<file path="src/pid_with_twiddle_adaptive_tuning_core_assert.svh">
// Assertion helpers shared by the RTL of the PID core.
`ifndef PID_WITH_TWIDDLE_ADAPTIVE_TUNING_CORE_ASSERT_SVH
`define PID_WITH_TWIDDLE_ADAPTIVE_TUNING_CORE_ASSERT_SVH

// Same-cycle implication, checked out of reset.
`define PWT_ASSERT_IMP(lbl, ante, cons, msg) \
   lbl: assert property (@(posedge clock) disable iff (reset) (ante) |-> (cons)) \
      else $error(msg);

// Next-cycle implication, checked out of reset.
`define PWT_ASSERT_NXT(lbl, ante, cons, msg) \
   lbl: assert property (@(posedge clock) disable iff (reset) (ante) |=> (cons)) \
      else $error(msg);

`endif

</file>
<file path="src/pwt_pkg.sv">
`timescale 1ns / 1ps
package pwt_pkg;

   localparam int ERR_W     = 24;
   localparam int ERR_FRAC  = 16;
   localparam int GAIN_W    = 48;
   localparam int GAIN_FRAC = 32;
   localparam int ESUM_W    = 40;
   localparam int WIN_W     = 64;
   localparam int LIMIT_W   = 39;
   localparam int MUL_A_W   = 72;
   localparam int MUL_B_W   = 64;
   localparam int MUL_P_W   = 136;
   localparam int DIGIT_W   = 8;
   localparam int DIGITS    = MUL_B_W / DIGIT_W;

   typedef logic signed [MUL_A_W-1:0] mul_a_type;
   typedef logic signed [MUL_B_W-1:0] mul_b_type;
   typedef logic signed [MUL_P_W-1:0] wide_type;

   typedef struct packed {
      logic busy;
      logic done;
   } mul_stat_type;

   // register indexes of the csr port
   localparam logic [2:0] CSR_P_GAIN   = 3'd0;
   localparam logic [2:0] CSR_I_GAIN   = 3'd1;
   localparam logic [2:0] CSR_D_GAIN   = 3'd2;
   localparam logic [2:0] CSR_MAX_OUT  = 3'd3;
   localparam logic [2:0] CSR_MODE     = 3'd4;
   localparam logic [2:0] CSR_SETTLE   = 3'd5;
   localparam logic [2:0] CSR_EVAL     = 3'd6;

   localparam logic [1:0] MODE_FIXED   = 2'd0;
   localparam logic [1:0] MODE_TWIDDLE = 2'd1;
   localparam logic [1:0] MODE_ADAPT   = 2'd2;
   localparam logic [1:0] MODE_UNUSED  = 2'd3;

   // gain slots: P, D, I
   localparam logic [1:0] K_P = 2'd0;
   localparam logic [1:0] K_D = 2'd1;
   localparam logic [1:0] K_I = 2'd2;

   // floor(n/5) = (n * RECIP5) >> 34 for n below 2^32
   localparam mul_b_type RECIP5     = 64'sh0000_0000_CCCC_CCCD;
   localparam int        RECIP5_SH  = 34;
   localparam mul_b_type GROW_Q32   = 64'sd4509715661;
   localparam mul_b_type SHRINK_Q32 = 64'sd4080218931;
   localparam mul_b_type ADAPT_P    = 64'sd281474977;
   localparam mul_b_type ADAPT_I    = 64'sd2814750;
   localparam mul_b_type ADAPT_D    = 64'sd281474976711;
   localparam int        ADAPT_SH   = 2 * ERR_FRAC + 48 - GAIN_FRAC;
   localparam int        OUT_SH     = ERR_FRAC + GAIN_FRAC - 16;
   localparam int        SLIDE_GAIN = 30;

   // saturate a wide signed value to w bits (w up to 64)
   function automatic logic signed [63:0] sat_w(input wide_type x, input int w);
      wide_type hi;
      wide_type lo;
      hi = (wide_type'(1) <<< (w - 1)) - wide_type'(1);
      lo = -hi - wide_type'(1);
      if (x > hi) sat_w = hi[63:0];
      else if (x < lo) sat_w = lo[63:0];
      else sat_w = x[63:0];
   endfunction

   // floor(b * 2^18 / 5) for the remainder b of the drive limit / 5
   function automatic logic [17:0] fifth_frac(input logic [2:0] b);
      case (b)
         3'd0: fifth_frac = 18'd0;
         3'd1: fifth_frac = 18'd52428;
         3'd2: fifth_frac = 18'd104857;
         3'd3: fifth_frac = 18'd157286;
         3'd4: fifth_frac = 18'd209715;
         default: fifth_frac = 18'd0;
      endcase
   endfunction

   function automatic logic [1:0] next_k(input logic [1:0] k);
      next_k = (k == K_I) ? K_P : k + 2'd1;
   endfunction

endpackage

</file>
<file path="src/pwt_mul.sv">
`timescale 1ns / 1ps
// Digit-serial signed multiplier: one 72x9 partial product per cycle,
// most significant digit of b first (that digit is signed).
module pwt_mul (
   input  logic                clock,
   input  logic                reset,
   input  logic                start,
   input  pwt_pkg::mul_a_type  a,
   input  pwt_pkg::mul_b_type  b,
   output pwt_pkg::mul_stat_type stat,
   output pwt_pkg::wide_type   prod
);

   pwt_pkg::mul_a_type a_ff;
   pwt_pkg::mul_b_type b_ff;
   pwt_pkg::wide_type  acc_ff;
   pwt_pkg::wide_type  acc_in;
   logic [2:0]         cnt_ff;
   logic               busy_ff;
   logic               done_ff;
   logic signed [8:0]  digit;
   logic signed [80:0] part;

   always_comb begin
      if (cnt_ff == 3'(pwt_pkg::DIGITS - 1)) begin
         digit = {b_ff[63], b_ff[63:56]};
      end else begin
         digit = {1'b0, b_ff[63:56]};
      end
      part   = a_ff * digit;
      acc_in = (acc_ff <<< pwt_pkg::DIGIT_W) + pwt_pkg::wide_type'(part);
   end

   always_ff @(posedge clock) begin
      if (reset) begin
         busy_ff <= 1'b0;
         done_ff <= 1'b0;
      end else begin
         done_ff <= 1'b0;
         if (start) begin
            a_ff    <= a;
            b_ff    <= b;
            acc_ff  <= '0;
            cnt_ff  <= 3'(pwt_pkg::DIGITS - 1);
            busy_ff <= 1'b1;
         end else if (busy_ff) begin
            acc_ff <= acc_in;
            b_ff   <= b_ff <<< pwt_pkg::DIGIT_W;
            cnt_ff <= cnt_ff - 3'd1;
            if (cnt_ff == 3'd0) begin
               busy_ff <= 1'b0;
               done_ff <= 1'b1;
            end
         end
      end
   end

   assign stat.busy = busy_ff;
   assign stat.done = done_ff;
   assign prod      = acc_ff;

endmodule
</file>
<file path="config.mk">
export PLATFORM = sky130hd
export DESIGN_NAME = pwt_mul
export DESIGN_NICKNAME = d
export VERILOG_FILES = /design/src/pid_with_twiddle_adaptive_tuning_core_assert.svh /design/src/pwt_pkg.sv /design/src/pwt_mul.sv
export SDC_FILE = /design/constraint.sdc
export NUM_CORES = 2
export LEC_CHECK = 0
export ABC_CLOCK_PERIOD_IN_PS = 11800
export BUFFER_PORTS_ARGS = -buffer_cell sky130_fd_sc_hd__buf_2
export CAP_MARGIN = 25
export CELL_PAD_IN_SITES_DETAIL_PLACEMENT = 0
export CELL_PAD_IN_SITES_GLOBAL_PLACEMENT = 1
export CORE_ASPECT_RATIO = 0.5
export CORE_MARGIN = 2
export CORE_UTILIZATION = 40
export CTS_CLUSTER_SIZE = 10
export DETAILED_ROUTE_END_ITERATION = 12
export PLACE_DENSITY = 0.78
export SYNTH_ARGS = -nofsm -noshare
export SYNTH_HDL_FRONTEND = slang
export SYNTH_SLANG_ARGS = --single-unit
</file>
<file path="constraint.sdc">
create_clock -name clock -period 11.8 [get_ports clock]
set_input_delay 0.59 -clock clock [delete_from_list [all_inputs] [get_ports clock]]
set_output_delay 0.59 -clock clock [all_outputs]
set_load 0.01 [all_outputs]
</file>
; ---- Yosys cells after proc, flatten, opt, wreduce, memory -nomap -nowiden
; Index checks and enable logic that the tools add are counted.
[word_totals]
memories = 0
regBits = 277
mem_bits_rw = 0
wordCells = 26
in_bits = 139
latchBits = 0
rom_bits = 0
[classes]
n_eq_ne = 1
n_shift = 0
reduce_logical = 5
n_mul = 1
bitwise = 2
add_sub_neg = 2
magnitude_cmp = 0
muxes = 9
n_div = 0
[ops]
columns = operator, count
row1 = $add A136 B81 Y136, 1
row2 = $mux W136, 1
row3 = $mux W64, 2
row4 = $mul A72 B9 Y81, 1
row5 = $mux W9, 1
row6 = $mux W1, 4
row7 = $reduce_and A2 Y1, 2
row8 = $eq A3 B3 Y1 const B, 1
row9 = $logic_not A3 Y1, 1
row10 = $mux W3, 1
row11 = $reduce_or A3 Y1, 1
row12 = $sub A3 B1 Y3 const B, 1
row13 = $not A1 Y1, 2
row14 = $reduce_bool A2 Y1, 1

; ---- Depth between registers and ports, before layout
[depth]
ltp_word = 5
depth_mapped = 26
depth_no_buf = 25

; ---- Worst setup path before layout
; Ideal clock, no wire load.
[synth_timing]
path_type = input-to-reg
from = input port start
to = register b_ff[0] (enable)
path_slack_ps = 1163
stages = 5
n_path_buf = 3
t_arrival_ps = 9867
setup_ps = 769
path_cell_list = clkbuf_1 > clkbuf_1 > clkbuf_1 > nor2_1 > nor2_1
[synth_via]
elab_chain_cells = 2
[synth_lines]
columns = element, line_no
row1 = "start, declared", pwt_mul.sv:7  ; input logic start,
row2 = $reduce_bool A2 Y1 (no source line), n/a
row3 = $reduce_and A2 Y1 (no source line), n/a
row4 = "end signal, assigned", pwt_mul.sv:48  ; b_ff <= b_ff <<< pwt_pkg::DIGIT_W;
row5 = "end, declared", pwt_mul.sv:15  ; pwt_pkg::mul_b_type b_ff;
; Every way passes these cells.
; A chain may end at the register's enable or synchronous reset.

; ---- Worst setup path after layout
[layout_timing]
from = register b_ff[56]
to = register acc_ff[132], in the netlist prod[132], data pin
[layout_via]
elab_chain_cells = 4
[layout_lines]
columns = element, line_no
row1 = $mux W9, pwt_mul.sv:25  ; if (cnt_ff == 3'(pwt_pkg::DIGITS - 1)) begin
row2 = $mul A72 B9 Y81, pwt_mul.sv:30  ; part = a_ff * digit;
row3 = $add A136 B81 Y136, pwt_mul.sv:31  ; acc_in = (acc_ff <<< pwt_pkg::DIGIT_W) + pwt_pkg::wide_type'(part);
row4 = $mux W136, pwt_mul.sv:46  ; end else if (busy_ff) begin
row5 = "end signal, assigned", pwt_mul.sv:47  ; acc_ff <= acc_in;
row6 = "end, declared", pwt_mul.sv:16  ; pwt_pkg::wide_type acc_ff;
; Every way passes these cells. The select of a mux whose other input is x is not followed.

==> results.txt <==
----------------------------------------------------
[Placed design]
  Placement Cell Area ... 44,100 µm²
  DP HPWL ... 91,560 µm
  Count of input and output buffers ... 276
  Weighted congestion reported at the end of routability-driven placement ... 0.9215

[Yosys]
  Cell area after technology mapping ... 41,520 µm²
  FF+latch count, synth ... 277
  Leading post-synthesis cells by cell area ... sky130_fd_sc_hd__fa_1 (34%), sky130_fd_sc_hd__edfxtp_1 (20%), sky130_fd_sc_hd__inv_1 (8.5%)
  Syn. warnings ... 0
  Net count after synthesis ... 5,494
  Synth Flop Type ... sky130_fd_sc_hd__edfxtp_1
  Top-area cell type share of the netlist area ... 0.3351
  Number of synthesized flops with an enable pin ... 275
  Number of standard cells after synthesis ... 4,381
  Sequential area share after synthesis ... 0.1999
  Syn Area/Cell ... 9.476 µm²
  Leading cell type by number of instances after synthesis ... sky130_fd_sc_hd__inv_1
  Most frequent cells after synthesis ... sky130_fd_sc_hd__inv_1 (944), sky130_fd_sc_hd__fa_1 (695), sky130_fd_sc_hd__and2_1 (380), sky130_fd_sc_hd__nand2_1 (343), sky130_fd_sc_hd__nor2_1 (299)
  Share of synthesized flip-flops with an asynchronous set or reset ... 0
  Largest area contributor in the synthesized netlist ... sky130_fd_sc_hd__fa_1
  Distinct cells, synth ... 75

[Floorplanning]
  Boundary pin count ... 277
  Height of the chip ... 231.8 µm
  Floorplan die area ... 106,500 µm²
  # rows ... 83
  Initial Utilization ... 0.4042
  Width of the chip ... 459.6 µm
  Core area ... 102,700 µm²

[Timing]
  Setup repair after global routing missed its margin ... no
  Max-slew violation count ... 0
  Ratio of final minimum period to clock period ... 0.7467
  Final Critical Period ... 8811 ps
  Setup TNS ... 0 ps
  Setup skew after layout ... 43.60 ps
  Number of endpoints with negative hold slack in the final report ... 0
  Final number of setup-violating endpoints ... 0
  Achievable Freq ... 113.5 MHz
  Relative slew slack ... 0.2685
  Slew of the pin with the lowest slew margin ... 1087 ps

[Worst setup path]
  FF-to-FF Start ... b_ff[56]
  Cell type of the slowest stage on the worst timing path ... sky130_fd_sc_hd__fa_2
  CP Data Required Time ... 12,100 ps
  Timing startpoint of the critical path ... b_ff[56]
  Crit-path most repeated cell ... sky130_fd_sc_hd__inv_1
  Worst reg2reg endpoint ... prod[132]
  Category of the critical setup timing path ... reg -> reg
  R2r setup slk ... 2990 ps
  CP Capture Type ... register
  Highest net fanout along the worst path ... 49
  Series of cell instances along the critical path ... buf_4, nand2_1, inv_1, fa_1, fa_2, inv_1, fa_2, inv_2, buf_4, fa_1, inv_1, fa_1, inv_1, ha_1, and2_1, and3_1, nand2_1, nor4_1, nand2_1, a2111o_1, a21oi_1, nor2_1, o21ai_1, o311ai_0
  Kind of launch point of the worst setup path ... register
  Cells on worst reg2reg path ... 24
  Endpoint of the most critical setup path ... prod[132]
  Arrival time worst endpoint ... 9110 ps
  Stage delay of the slowest cell on the critical path ... 1140 ps

[Outcome]
  Run status ... finished, final reports clean

[Clock tree]
  Buffer count from post-CTS setup fixing ... 0
  Buffers from clock root to sink, at most ... 3
  H-tree depth ... 2
  Root buffer cell ... sky130_fd_sc_hd__clkbuf_16
  Clock net sink count ... 277
  Hold buffer count at CTS ... 0
  Clock insertion delay at the later pin of the skew report ... 600 ps
  CTS tree ... yes
  Post-cts gate resize count ... 0
  Num CTS Buffers ... 38
  Clock-pin slew of the registers on the worst-case setup and hold paths ... 60 ps

[Layout]
  Area grow syn2layout ... 9.297%
  Final net count ... 5,650
  Cell area after layout ... 45,380 µm²
  Layout Utilization ... 0.4418
  Share of post-route cells with drive strength above 1 ... 0.09721

[Worst hold path]
  Class of the tightest hold or removal check ... in -> reg
  Hold Path Stages ... 1

[Detailed routing]
  Routed vias ... 30,930
  Detail-routed via count per cell ... 5.224
  Total iterations of the first detailed-routing run ... 7
  Total Wirelength ... 116,700 µm
  Starting DRC count in detailed routing ... 2,066
  Post-detailed-route wirelength per cell ... 19.71 µm
  DRC violations left ... 0
  Antenna-violating nets left ... 0

[GRT]
  Overflow left after global routing ... 0
  Number of global-route vias before repair ... 33,210
  Number of antenna violations at the first check in global routing ... 4
  First-pass GRT wire length ... 186,500 µm
  GRT Util Overall ... 0.2240
  Largest net degree at the start of global routing ... 76

[Run]
  Max-cap check violation count ... 0

----------------------------------------------------
cell usage in the layout, fill, tap and decap left out, drive strengths merged, types with 9 or more instances in the layout:
cell type and instances:
a211oi 12, a21boi 14, a21o 100, a21oi 210
a31oi 12, and2 381, and3 11, buf 301
clkbuf 47, edfxtp 275, fa 695, ha 279
inv 946, mux2 60, nand2 343, nand2b 9
nand3 30, nand4 79, nor2 299, nor2b 12
nor3 33, nor4 9, o211ai 11, o21a 15
o21ai 102, o21bai 53, o31ai 9, xnor2 74
xor2 41
cell families (layout without fill, tap and decap cells):
group | count (synthesis) | count (layout) | share of synthesized area
buf+inv | 1130 | 1306 | 0.1025
compound gates | 587 | 587 | 0.09075
flops | 277 | 277 | 0.1999
mux | 60 | 60 | 0.01627
fa+ha+maj | 974 | 974 | 0.4192
simple gates | 1238 | 1238 | 0.1471
other cells | 0 | 3 | 0
xor+xnor | 115 | 115 | 0.02426
cell type report:
cell class / instances / area (µm²)
Sequential cell: 277 / 8298
Fill cell: 9815 / 57330
Clock inverter: 13 / 221.5
Antenna cell: 3 / 7.507
Tap cell: 1360 / 1702
Timing Repair Buffer: 301 / 1588
Inverter: 945 / 3547
Multi-Input combinational cell: 2974 / 28990
Clock buffer: 47 / 1026
through the flow:
stage / hold WS, ps / setup WS (ps) / instances
after floorplan: 500.6 / 1163 / 4381
after global placement: 528.6 / 3230 / 5856
after detailed placement: 532.7 / 3104 / 5856
after CTS: 129.1 / 3123 / 5916
after global routing: 140.7 / 2601 / 5920
final: 165.0 / 2989 / 5920
worst max-delay path: cells and delay by family, from the launching register on:
family,cells,cell delay (ps)
AOI/OAI and AO/OA,4,1520
adders and majority gates,6,3790
buffers and inverters,7,1290
DFF,1,320
and+or+nand+nor,7,1480
metal layers:
metal | wire length, µm | vias up | track usage
met2 | 58320 | 832 | 0.3925
met1 | 49630 | 15880 | 0.2938
li1 | - | 14050 | -
met3 | 5868 | 165 | 0.02748
met5 | 13 | - | 0
met4 | 2853 | 2 | 0.05777
worst min-delay path by stage:
stage / startpoint / to / slack (ps)
3_5_place_dp: b_ff[54] / b_ff[62] / 530
4_1_cts: a[68] / a_ff[68] / 130
2_1_floorplan: busy_ff / busy_ff / 500
6_report: a[67] / a_ff[67] / 160
5_1_grt: a[68] / a_ff[68] / 140
3_3_place_gp: b_ff[23] / b_ff[31] / 530
flip-flops by register name, indices dropped and copies added, names as in the netlist:
signal,count
cnt_ff,3
done_ff,1
b_ff,64
a_ff,72
busy_ff,1
prod,136
Power is left out: the tool's default activity adds up to more than one toggle a clock period on the data nets, which glitch-free logic cannot reach.
